$ cat config.mk
export PLATFORM = sky130hd
export DESIGN_NAME = dynamic_label_segment_reassembler
export DESIGN_NICKNAME = d
export VERILOG_FILES = /design/src/design/dlsr_pkg.sv /design/src/design/dlsr_front.sv /design/src/design/dlsr_queue.sv /design/src/design/dlsr_back.sv /design/src/design/dynamic_label_segment_reassembler.sv
export SDC_FILE = /design/constraint.sdc
export NUM_CORES = 1
export LEC_CHECK = 0
export BUFFER_PORTS_ARGS = -buffer_cell sky130_fd_sc_hd__buf_2
export CAP_MARGIN = 20
export CORE_MARGIN = 5
export CORE_UTILIZATION = 30
export CTS_BUF_LIST = sky130_fd_sc_hd__clkbuf_16
export DETAILED_ROUTE_END_ITERATION = 10
export SYNTH_ARGS = -nofsm -noshare
export SYNTH_HDL_FRONTEND = slang
export SYNTH_SLANG_ARGS = --single-unit
$ cat constraint.sdc
create_clock -name i_clk -period 8.58 [get_ports i_clk]
set_clock_uncertainty 0.15 [all_clocks]
set_input_delay 0.858 -clock i_clk [delete_from_list [all_inputs] [get_ports i_clk]]
set_output_delay 0.858 -clock i_clk [all_outputs]
set_load 0.01 [all_outputs]
$ cat src/design/dlsr_pkg.sv
// Shared types and constants for the dynamic label segment reassembler.
// Used by the front, queue, back and top-level modules; depends on nothing.
package dlsr_pkg;

    // Store geometry.
    localparam int SEG_SLOTS = 8;
    localparam int SEG_BYTES = 16;
    localparam int SLOT_W    = $clog2(SEG_SLOTS);
    localparam int CNT_W     = $clog2(SEG_SLOTS + 1);
    localparam int TEXT_W    = 8 * SEG_BYTES;
    localparam int LEN_W     = 5;

    // Prefix bit positions.
    localparam int TOGGLE_BIT = 7;
    localparam int FIRST_BIT  = 6;
    localparam int LAST_BIT   = 5;
    localparam int LEN_LSB    = 0;
    localparam int LEN_MSB    = 3;
    localparam int SEGNUM_LSB = 4;
    localparam int SEGNUM_MSB = 6;

    // Queue depth between front and back.
    localparam int QUEUE_DEPTH = 2;
    localparam int QPTR_W      = $clog2(QUEUE_DEPTH);
    localparam int QCNT_W      = $clog2(QUEUE_DEPTH + 1);

    // Result status codes; also used as the command kind in the queue.
    typedef enum logic [1:0] {
        ST_INCOMPLETE = 2'd0,
        ST_DUPLICATE  = 2'd1,
        ST_EMIT       = 2'd2
    } t_status;

    // Back-end sequencer states.
    typedef enum logic {
        BK_IDLE,
        BK_EMIT
    } t_back_state;

    // Command handed from the front to the back.
    typedef struct packed {
        t_status             kind;
        logic [SLOT_W-1:0]   slot;
        logic [LEN_W-1:0]    len;
        logic [TEXT_W-1:0]   text;
        logic [CNT_W-1:0]    count;
    } t_cmd;

endpackage

$ cat src/design/dlsr_front.sv
// Front end: accepts segments, decodes the prefix, tracks slot occupancy and
// decides whether each segment is a duplicate, an incomplete or a completing one.
// Depends on dlsr_pkg.
module dlsr_front (
    input  logic                 i_clk,
    input  logic                 i_rst_n,
    input  logic                 i_valid,
    output logic                 o_stall,
    input  logic [7:0]           i_prefix_first_byte,
    input  logic [7:0]           i_prefix_second_byte,
    input  logic [63:0]          i_chars_low,
    input  logic [63:0]          i_chars_high,
    input  logic                 i_queue_full,
    output logic                 o_push,
    output dlsr_pkg::t_cmd       o_cmd
);

    logic [dlsr_pkg::SEG_SLOTS-1:0] r_present;
    logic [dlsr_pkg::SEG_SLOTS-1:0] r_is_last;
    logic                           r_toggle;
    logic [dlsr_pkg::SEG_SLOTS-1:0] n_present;
    logic [dlsr_pkg::SEG_SLOTS-1:0] n_is_last;
    logic                           n_toggle;

    logic                           accept;
    logic                           toggle;
    logic                           first;
    logic                           lastf;
    logic [dlsr_pkg::LEN_W-1:0]     len;
    logic [2:0]                     seg;
    logic [dlsr_pkg::SLOT_W-1:0]    slot;
    logic                           in_range;
    logic                           dup;
    logic [dlsr_pkg::SEG_SLOTS-1:0] eff_present;
    logic [dlsr_pkg::SEG_SLOTS-1:0] eff_last;
    logic [dlsr_pkg::SEG_SLOTS-1:0] upd_present;
    logic [dlsr_pkg::SEG_SLOTS-1:0] upd_last;
    logic                           complete;
    logic                           scan_done;
    logic [dlsr_pkg::CNT_W-1:0]     count;
    logic [dlsr_pkg::TEXT_W-1:0]    raw_text;
    logic [dlsr_pkg::TEXT_W-1:0]    masked_text;

    assign o_stall = i_queue_full;
    assign accept  = i_valid && !i_queue_full;

    // Prefix decode.
    assign toggle   = i_prefix_first_byte[dlsr_pkg::TOGGLE_BIT];
    assign first    = i_prefix_first_byte[dlsr_pkg::FIRST_BIT];
    assign lastf    = i_prefix_first_byte[dlsr_pkg::LAST_BIT];
    assign len      = dlsr_pkg::LEN_W'(i_prefix_first_byte[dlsr_pkg::LEN_MSB:dlsr_pkg::LEN_LSB])
                      + dlsr_pkg::LEN_W'(1);
    assign seg      = first ? 3'd0
                            : i_prefix_second_byte[dlsr_pkg::SEGNUM_MSB:dlsr_pkg::SEGNUM_LSB];
    assign slot     = seg[dlsr_pkg::SLOT_W-1:0];
    assign in_range = ({1'b0, seg} < 4'(dlsr_pkg::SEG_SLOTS));

    // A toggle change clears the store before the duplicate test.
    always_comb begin
        if ((r_present != '0) && (r_toggle != toggle)) begin
            eff_present = '0;
            eff_last    = '0;
        end else begin
            eff_present = r_present;
            eff_last    = r_is_last;
        end
    end

    assign dup = !in_range || eff_present[slot];

    // Store view after the segment has been added.
    always_comb begin
        upd_present       = eff_present;
        upd_last          = eff_last;
        upd_present[slot] = 1'b1;
        upd_last[slot]    = lastf;
    end

    // Look for a run of present slots from zero that ends in a last segment.
    always_comb begin
        complete  = 1'b0;
        scan_done = 1'b0;
        count     = '0;
        for (int i = 0; i < dlsr_pkg::SEG_SLOTS; i++) begin
            if (!scan_done) begin
                if (!upd_present[i]) begin
                    scan_done = 1'b1;
                end else begin
                    count = dlsr_pkg::CNT_W'(i + 1);
                    if (upd_last[i]) begin
                        complete  = 1'b1;
                        scan_done = 1'b1;
                    end
                end
            end
        end
    end

    // Characters at or beyond the length are zeroed.
    assign raw_text = {i_chars_high, i_chars_low};
    always_comb begin
        for (int b = 0; b < dlsr_pkg::SEG_BYTES; b++) begin
            masked_text[b*8 +: 8] = (dlsr_pkg::LEN_W'(b) < len) ? raw_text[b*8 +: 8] : 8'd0;
        end
    end

    // Command to the back end.
    always_comb begin
        o_push     = accept;
        o_cmd.slot = slot;
        o_cmd.len  = len;
        o_cmd.text = masked_text;
        o_cmd.count = count;
        if (dup) begin
            o_cmd.kind = dlsr_pkg::ST_DUPLICATE;
        end else if (complete) begin
            o_cmd.kind = dlsr_pkg::ST_EMIT;
        end else begin
            o_cmd.kind = dlsr_pkg::ST_INCOMPLETE;
        end
    end

    // Next occupancy state.
    always_comb begin
        n_present = r_present;
        n_is_last = r_is_last;
        n_toggle  = r_toggle;
        if (accept) begin
            if (dup) begin
                n_present = eff_present;
                n_is_last = eff_last;
            end else begin
                n_present = upd_present;
                n_is_last = upd_last;
                n_toggle  = toggle;
            end
        end
    end

    always_ff @(posedge i_clk) begin
        if (!i_rst_n) begin
            r_present <= '0;
            r_is_last <= '0;
            r_toggle  <= 1'b0;
        end else begin
            r_present <= n_present;
            r_is_last <= n_is_last;
            r_toggle  <= n_toggle;
        end
    end

endmodule

$ cat src/design/dlsr_queue.sv
// Short command queue between the front and back ends.
// Depends on dlsr_pkg.
module dlsr_queue (
    input  logic             i_clk,
    input  logic             i_rst_n,
    input  logic             i_push,
    input  dlsr_pkg::t_cmd   i_cmd,
    output logic             o_full,
    input  logic             i_pop,
    output logic             o_not_empty,
    output dlsr_pkg::t_cmd   o_cmd
);

    dlsr_pkg::t_cmd              r_entry [dlsr_pkg::QUEUE_DEPTH];
    logic [dlsr_pkg::QPTR_W-1:0] r_wr_ptr;
    logic [dlsr_pkg::QPTR_W-1:0] r_rd_ptr;
    logic [dlsr_pkg::QCNT_W-1:0] r_count;
    logic [dlsr_pkg::QPTR_W-1:0] n_wr_ptr;
    logic [dlsr_pkg::QPTR_W-1:0] n_rd_ptr;
    logic [dlsr_pkg::QCNT_W-1:0] n_count;
    logic                        do_push;
    logic                        do_pop;

    assign o_full      = (r_count == dlsr_pkg::QCNT_W'(dlsr_pkg::QUEUE_DEPTH));
    assign o_not_empty = (r_count != '0);
    assign o_cmd       = r_entry[r_rd_ptr];
    assign do_push     = i_push && !o_full;
    assign do_pop      = i_pop && o_not_empty;

    // Pointer and fill-level update; the depth is a power of two so pointers wrap.
    always_comb begin
        n_wr_ptr = do_push ? r_wr_ptr + dlsr_pkg::QPTR_W'(1) : r_wr_ptr;
        n_rd_ptr = do_pop  ? r_rd_ptr + dlsr_pkg::QPTR_W'(1) : r_rd_ptr;
        n_count  = r_count;
        if (do_push && !do_pop) begin
            n_count = r_count + dlsr_pkg::QCNT_W'(1);
        end else if (do_pop && !do_push) begin
            n_count = r_count - dlsr_pkg::QCNT_W'(1);
        end
    end

    always_ff @(posedge i_clk) begin
        if (!i_rst_n) begin
            r_wr_ptr <= '0;
            r_rd_ptr <= '0;
            r_count  <= '0;
        end else begin
            r_wr_ptr <= n_wr_ptr;
            r_rd_ptr <= n_rd_ptr;
            r_count  <= n_count;
        end
    end

    // Entry storage.
    always_ff @(posedge i_clk) begin
        if (do_push) begin
            r_entry[r_wr_ptr] <= i_cmd;
        end
    end

endmodule

$ cat src/design/dlsr_back.sv
// Back end: writes stored segments into the text store and drives the result
// register, one status item or one item per segment of a complete label.
// Depends on dlsr_pkg.
module dlsr_back (
    input  logic                 i_clk,
    input  logic                 i_rst_n,
    input  logic                 i_cmd_valid,
    input  dlsr_pkg::t_cmd       i_cmd,
    output logic                 o_cmd_pop,
    output logic                 o_valid,
    input  logic                 i_stall,
    output logic [1:0]           o_status,
    output logic [2:0]           o_segment_index,
    output logic [4:0]           o_byte_count,
    output logic [63:0]          o_out_chars_low,
    output logic [63:0]          o_out_chars_high,
    output logic                 o_last
);

    // Segment store, no reset: a slot is read only after it was written.
    logic [dlsr_pkg::TEXT_W-1:0] r_seg_text [dlsr_pkg::SEG_SLOTS];
    logic [dlsr_pkg::LEN_W-1:0]  r_seg_len  [dlsr_pkg::SEG_SLOTS];

    dlsr_pkg::t_back_state       r_state;
    dlsr_pkg::t_back_state       n_state;
    logic [dlsr_pkg::SLOT_W-1:0] r_idx;
    logic [dlsr_pkg::SLOT_W-1:0] n_idx;
    logic [dlsr_pkg::CNT_W-1:0]  r_cnt;
    logic [dlsr_pkg::CNT_W-1:0]  n_cnt;
    logic                        r_valid;
    logic                        n_valid;

    dlsr_pkg::t_status           r_status;
    logic [2:0]                  r_index;
    logic [dlsr_pkg::LEN_W-1:0]  r_byte_count;
    logic [dlsr_pkg::TEXT_W-1:0] r_chars;
    logic                        r_last;

    logic                        out_free;
    logic                        pop;
    logic                        load_status;
    logic                        load_seg;
    logic                        seg_last;

    assign out_free = !r_valid || !i_stall;
    assign seg_last = (dlsr_pkg::CNT_W'(r_idx) + dlsr_pkg::CNT_W'(1) == r_cnt);

    // Sequencer: next state and control.
    always_comb begin
        n_state     = r_state;
        n_idx       = r_idx;
        n_cnt       = r_cnt;
        pop         = 1'b0;
        load_status = 1'b0;
        load_seg    = 1'b0;
        unique case (r_state)
            dlsr_pkg::BK_IDLE: begin
                if (i_cmd_valid) begin
                    if (i_cmd.kind == dlsr_pkg::ST_EMIT) begin
                        pop     = 1'b1;
                        n_state = dlsr_pkg::BK_EMIT;
                        n_idx   = '0;
                        n_cnt   = i_cmd.count;
                    end else if (out_free) begin
                        pop         = 1'b1;
                        load_status = 1'b1;
                    end
                end
            end
            dlsr_pkg::BK_EMIT: begin
                if (out_free) begin
                    load_seg = 1'b1;
                    if (seg_last) begin
                        n_state = dlsr_pkg::BK_IDLE;
                    end else begin
                        n_idx = r_idx + dlsr_pkg::SLOT_W'(1);
                    end
                end
            end
            default: begin
                n_state = dlsr_pkg::BK_IDLE;
            end
        endcase
    end

    assign o_cmd_pop = pop;

    // Result register occupancy.
    always_comb begin
        if (load_status || load_seg) begin
            n_valid = 1'b1;
        end else if (!i_stall) begin
            n_valid = 1'b0;
        end else begin
            n_valid = r_valid;
        end
    end

    always_ff @(posedge i_clk) begin
        if (!i_rst_n) begin
            r_state <= dlsr_pkg::BK_IDLE;
            r_idx   <= '0;
            r_cnt   <= '0;
            r_valid <= 1'b0;
        end else begin
            r_state <= n_state;
            r_idx   <= n_idx;
            r_cnt   <= n_cnt;
            r_valid <= n_valid;
        end
    end

    // Store write when a non-duplicate command is taken.
    always_ff @(posedge i_clk) begin
        if (pop && (i_cmd.kind != dlsr_pkg::ST_DUPLICATE)) begin
            r_seg_text[i_cmd.slot] <= i_cmd.text;
            r_seg_len[i_cmd.slot]  <= i_cmd.len;
        end
    end

    // Result payload, loaded either with a status item or a stored segment.
    always_ff @(posedge i_clk) begin
        if (load_status) begin
            r_status     <= i_cmd.kind;
            r_index      <= 3'd0;
            r_byte_count <= '0;
            r_chars      <= '0;
            r_last       <= 1'b1;
        end else if (load_seg) begin
            r_status     <= dlsr_pkg::ST_EMIT;
            r_index      <= 3'(r_idx);
            r_byte_count <= r_seg_len[r_idx];
            r_chars      <= r_seg_text[r_idx];
            r_last       <= seg_last;
        end
    end

    assign o_valid          = r_valid;
    assign o_status         = r_status;
    assign o_segment_index  = r_index;
    assign o_byte_count     = r_byte_count;
    assign o_out_chars_low  = r_chars[63:0];
    assign o_out_chars_high = r_chars[127:64];
    assign o_last           = r_last;

endmodule

$ cat src/design/dynamic_label_segment_reassembler.sv
// Dynamic label segment reassembler, top level.
// Each input item is one checked label segment: two prefix bytes and up to
// sixteen characters in two 64-bit words. The front end decodes the prefix,
// clears the store on a toggle change, drops duplicates and out-of-range
// segment numbers, and detects when segments zero through k are present with
// the last flag at k. It queues one command per item for the back end.
// The back end stores each non-duplicate segment's text and answers with one
// status item, or, for a completed label, one item per stored segment in
// order with o_last on the final one.
// A status item passes through the command queue and the result register; a
// completed label enters the emit state, then one item per cycle unless stalled.
// Throughput is set by the back end's single store read port; while a label
// is emitted, further items wait in the command queue.
// The two-entry command queue lets the input keep accepting while results wait.
// Reset clears slot occupancy, last flags, the held toggle, the queue and the
// result register; segment text needs no reset. When i_stall is high the
// result register holds its item; the queue then fills and o_stall rises.
// Depends on dlsr_pkg, dlsr_front, dlsr_queue and dlsr_back.
module dynamic_label_segment_reassembler (
    input  logic        i_clk,
    input  logic        i_rst_n,
    input  logic        i_valid,
    output logic        o_stall,
    input  logic [7:0]  i_prefix_first_byte,
    input  logic [7:0]  i_prefix_second_byte,
    input  logic [63:0] i_chars_low,
    input  logic [63:0] i_chars_high,
    output logic        o_valid,
    input  logic        i_stall,
    output logic [1:0]  o_status,
    output logic [2:0]  o_segment_index,
    output logic [4:0]  o_byte_count,
    output logic [63:0] o_out_chars_low,
    output logic [63:0] o_out_chars_high,
    output logic        o_last
);

    logic           push;
    logic           queue_full;
    logic           queue_not_empty;
    logic           pop;
    dlsr_pkg::t_cmd front_cmd;
    dlsr_pkg::t_cmd back_cmd;

    // Classification of incoming segments.
    dlsr_front u_front (
        .i_clk                (i_clk),
        .i_rst_n              (i_rst_n),
        .i_valid              (i_valid),
        .o_stall              (o_stall),
        .i_prefix_first_byte  (i_prefix_first_byte),
        .i_prefix_second_byte (i_prefix_second_byte),
        .i_chars_low          (i_chars_low),
        .i_chars_high         (i_chars_high),
        .i_queue_full         (queue_full),
        .o_push               (push),
        .o_cmd                (front_cmd)
    );

    // Command buffering.
    dlsr_queue u_queue (
        .i_clk       (i_clk),
        .i_rst_n     (i_rst_n),
        .i_push      (push),
        .i_cmd       (front_cmd),
        .o_full      (queue_full),
        .i_pop       (pop),
        .o_not_empty (queue_not_empty),
        .o_cmd       (back_cmd)
    );

    // Store and result emission.
    dlsr_back u_back (
        .i_clk            (i_clk),
        .i_rst_n          (i_rst_n),
        .i_cmd_valid      (queue_not_empty),
        .i_cmd            (back_cmd),
        .o_cmd_pop        (pop),
        .o_valid          (o_valid),
        .i_stall          (i_stall),
        .o_status         (o_status),
        .o_segment_index  (o_segment_index),
        .o_byte_count     (o_byte_count),
        .o_out_chars_low  (o_out_chars_low),
        .o_out_chars_high (o_out_chars_high),
        .o_last           (o_last)
    );

endmodule
==> impl_metrics.tcl <==
set metrics [dict create \
    h-tree-depth 4 \
    core_sq_um 190000 \
    yosysWarnings 0 \
    grt_usage 0.146 \
    numCtsBuffers 163 \
    area_growth_syn_to_layout_pct 16.8 \
    place.gp.congestion 0.718 \
    ctsResizeCount 0 \
    power_leakage_nw 21.4 \
    routed_wl_um 148000 \
    synth_nets 3049 \
    gr-total-overflow 0 \
    ys.flop_type "edfxtp_1" \
    synth_cell_types 69 \
    clk_pin_slew_ps 60 \
    drt-met1-wl_um 60800 \
    slew_headroom 0.219 \
    post-route-period-util 0.493 \
    drv_slew 0 \
    io_pins 289 \
    setup_viol 0 \
    drc 0 \
    die-area_sq_um 201000 \
    hold_ws_ps 190 \
    clock_latency_ps 800 \
    clockBufferDepth 3 \
    port_buffers 282 \
    cts_tree "yes" \
    postCtsSetupBuffers 0 \
    critical_path.max_fanout 113 \
    ir_drop_mv 0.189 \
    arrival_ps 4460 \
    grt_start_max_net_pins 190 \
    postCtsHoldBufs 0 \
    dp_hpwl_um 83000 \
    grt_pass1_wl_um 211000 \
    finalHoldViolations 0 \
    status "complete, no violations" \
    crit_path_start_kind "flip-flop" \
    drive_above_1_share 0.292 \
    cap_viol_max_count 0 \
    yosys_register_bits 1518 \
    wire_per_inst_um 25.1 \
    syn_inst 2898 \
    placed_area_sq_um 62000 \
    wl_met3_um 7370 \
    synth-edff-count 1350 \
    die_w_um 448 \
    num-nets-final 3389 \
    dr_total_vias 28200 \
    wl_met2_um 74700 \
    antenna_found_initial 38 \
    first_pass_iters 5 \
    endpoint_kind "flip-flop" \
    drt_iter0_drc 1993 \
    ant_nets 0 \
    finalCriticalPeriod_ps 4230 \
    vias_per_cell 4.78 \
    synth_area_sq_um 57500 \
    top_layer_used "met5" \
    first_global_vias 29400 \
    fillers 17700 \
    worstMarginPinSlew_ps 1170 \
    pwr_density_cell_nw_per_um2 293 \
    setup_tns_ps 0 \
    root_buffer "clkbuf_16" \
    start_util 0.302 \
    crit_required_ps 8810 \
    worstHoldStart "i_prefix_first_byte[7]" \
    path_class "flip-flop to flip-flop" \
    ys_seq_area_frac 0.763 \
    design_area_sq_um 67200 \
    rsz0062_at_grt "no" \
    cts_num_sinks 1518 \
    rows 160 \
    worst_hold_path_type "input pin to flip-flop" \
    clock.fmax_mhz 236 \
    avgSynthCellArea_sq_um 19.9 \
    die_h_um 448 \
    async_flop_share 0 \
]
## layout by cell type, fill, tap and decap left out, types with 8 or more instances in the layout
cell type	n
a211oi_1	135
a21oi_1	15
a22oi_1	8
and2_1	103
and3_1	25
buf_2	282
buf_4	43
clkbuf_16	165
clkinv_1	28
clkinv_2	20
clkinvlp_4	8
dfxtp_1	164
diode_2	18
edfxtp_1	1350
inv_1	76
mux2_2	137
mux2i_1	140
mux4_2	266
nand2_1	49
nand3_1	11
nor2_1	153
nor2_4	10
nor2b_1	22
## per-layer routing
metal  up-vias  track usage
li1      12400            -
met1     14900        0.184
met2       680        0.247
met3       214       0.0309
met4         2       0.0583
met5         -            0
## final timing paths
check,cells after the start,slack [ps],end
max,5,4350,u_back.r_seg_text[3][6]$_DFFE_PP_
min,3,190,u_front.r_toggle$_SDFFE_PN0P_
min reg2reg,2,310,u_back.o_segment_index[2]$_SDFFE_PP0P_
max reg2reg,5,4350,u_back.r_seg_text[3][6]$_DFFE_PP_
## sequential cells by signal (all words and copies together) (netlist names), named ones only
| name | cells |
|---|---|
| u_back.o_byte_count | 5 |
| u_back.r_idx | 3 |
| u_front.r_present | 8 |
| u_queue.r_wr_ptr | 1 |
| u_queue.r_entry | 284 |
| u_back.o_last | 1 |
| u_front.r_is_last | 8 |
| u_back.r_state | 1 |
| u_back.r_seg_text | 1024 |
| u_back.r_seg_len | 40 |
| u_back.r_chars | 128 |
| u_back.o_status | 2 |
| u_back.r_cnt | 4 |
| u_queue.r_count | 2 |
| u_back.o_valid | 1 |
| u_back.o_segment_index | 3 |
| u_front.r_toggle | 1 |
| u_queue.r_rd_ptr | 1 |
## cells in the mapped netlist (3+ instances only)
cell / count / share of area
buf_1: 15 / 0.00098
nand3_1: 11 / 0.00096
o211a_1: 4 / 0.00070
ha_1: 3 / 0.00065
and3_1: 27 / 0.0029
dfxtp_1: 168 / 0.058
buf_2: 34 / 0.0030
nand2b_1: 4 / 0.00043
nand3b_1: 3 / 0.00039
o21ai_0: 11 / 0.00096
clkbuf_1: 107 / 0.0070
inv_1: 18 / 0.0012
mux2i_1: 140 / 0.024
nand2_1: 49 / 0.0032
mux4_2: 266 / 0.10
xor2_1: 4 / 0.00061
a211oi_1: 135 / 0.018
a21oi_1: 16 / 0.0014
a31oi_1: 8 / 0.00087
a21boi_0: 6 / 0.00078
a32oi_1: 4 / 0.00061
o211ai_1: 3 / 0.00039
o21a_1: 5 / 0.00065
o22ai_1: 3 / 0.00033
edfxtp_1: 1350 / 0.70
a21boi_1: 5 / 0.00065
nor3_1: 6 / 0.00052
and2_1: 103 / 0.011
a22oi_1: 8 / 0.0010
nor2b_1: 22 / 0.0024
xnor2_1: 6 / 0.00091
mux2_2: 137 / 0.027
nor2_1: 164 / 0.011
nand4_1: 6 / 0.00065
## critical path, cell delays in order (launching register included)
cell and delay, ps:
dfxtp_4 830, buf_12 740, nand2_1 130, o32a_1 280
nor2_4 740, buf_4 840
## report_power, final
part           switching, mW  internal (mW)
Sequential             0.330           9.41
Combinational           2.15           1.18
Clock                   2.89           3.69
Total                   5.37           14.3
## cell families (layout without fill, tap and decap cells)
logic type / count (synthesis) / count (layout) / share of synthesized area
XOR/XNOR: 10 / 10 / 0.00152
other: 0 / 18 / 0
buffers and inverters: 176 / 652 / 0.0124
AND/OR/NAND/NOR: 416 / 416 / 0.0371
AO/OA/AOI/OAI: 231 / 231 / 0.0297
multiplexers: 544 / 544 / 0.156
flip-flops: 1518 / 1518 / 0.763
adder cells (fa/ha/maj): 3 / 3 / 0.000653
## per-stage QoR
step                setup slack (ps)   util  instances  total power [mW]
finish                          4350  0.353       5903              19.7
global route                    4140  0.353       5894              20.6
CTS                             4210  0.352       5883              20.0
detailed placement              4270  0.326       5582              13.4
global placement                4280  0.326       5582              13.3
floorplan                        801      -       2898              12.0
## layout make-up
cell class,count,area (sq um),share of cell area
Sequential cell,1518,43900,0.654
Multi-Input combinational cell,1204,13000,0.194
Clock buffer,165,4130,0.0615
Tap cell,2511,3140,0.0468
Timing Repair Buffer,333,1900,0.0283
Clock inverter,136,926,0.0138
Inverter,18,67.6,0.00101
Antenna cell,18,45.0,0.000671
Note: power is estimated with default switching activity, not from simulation.
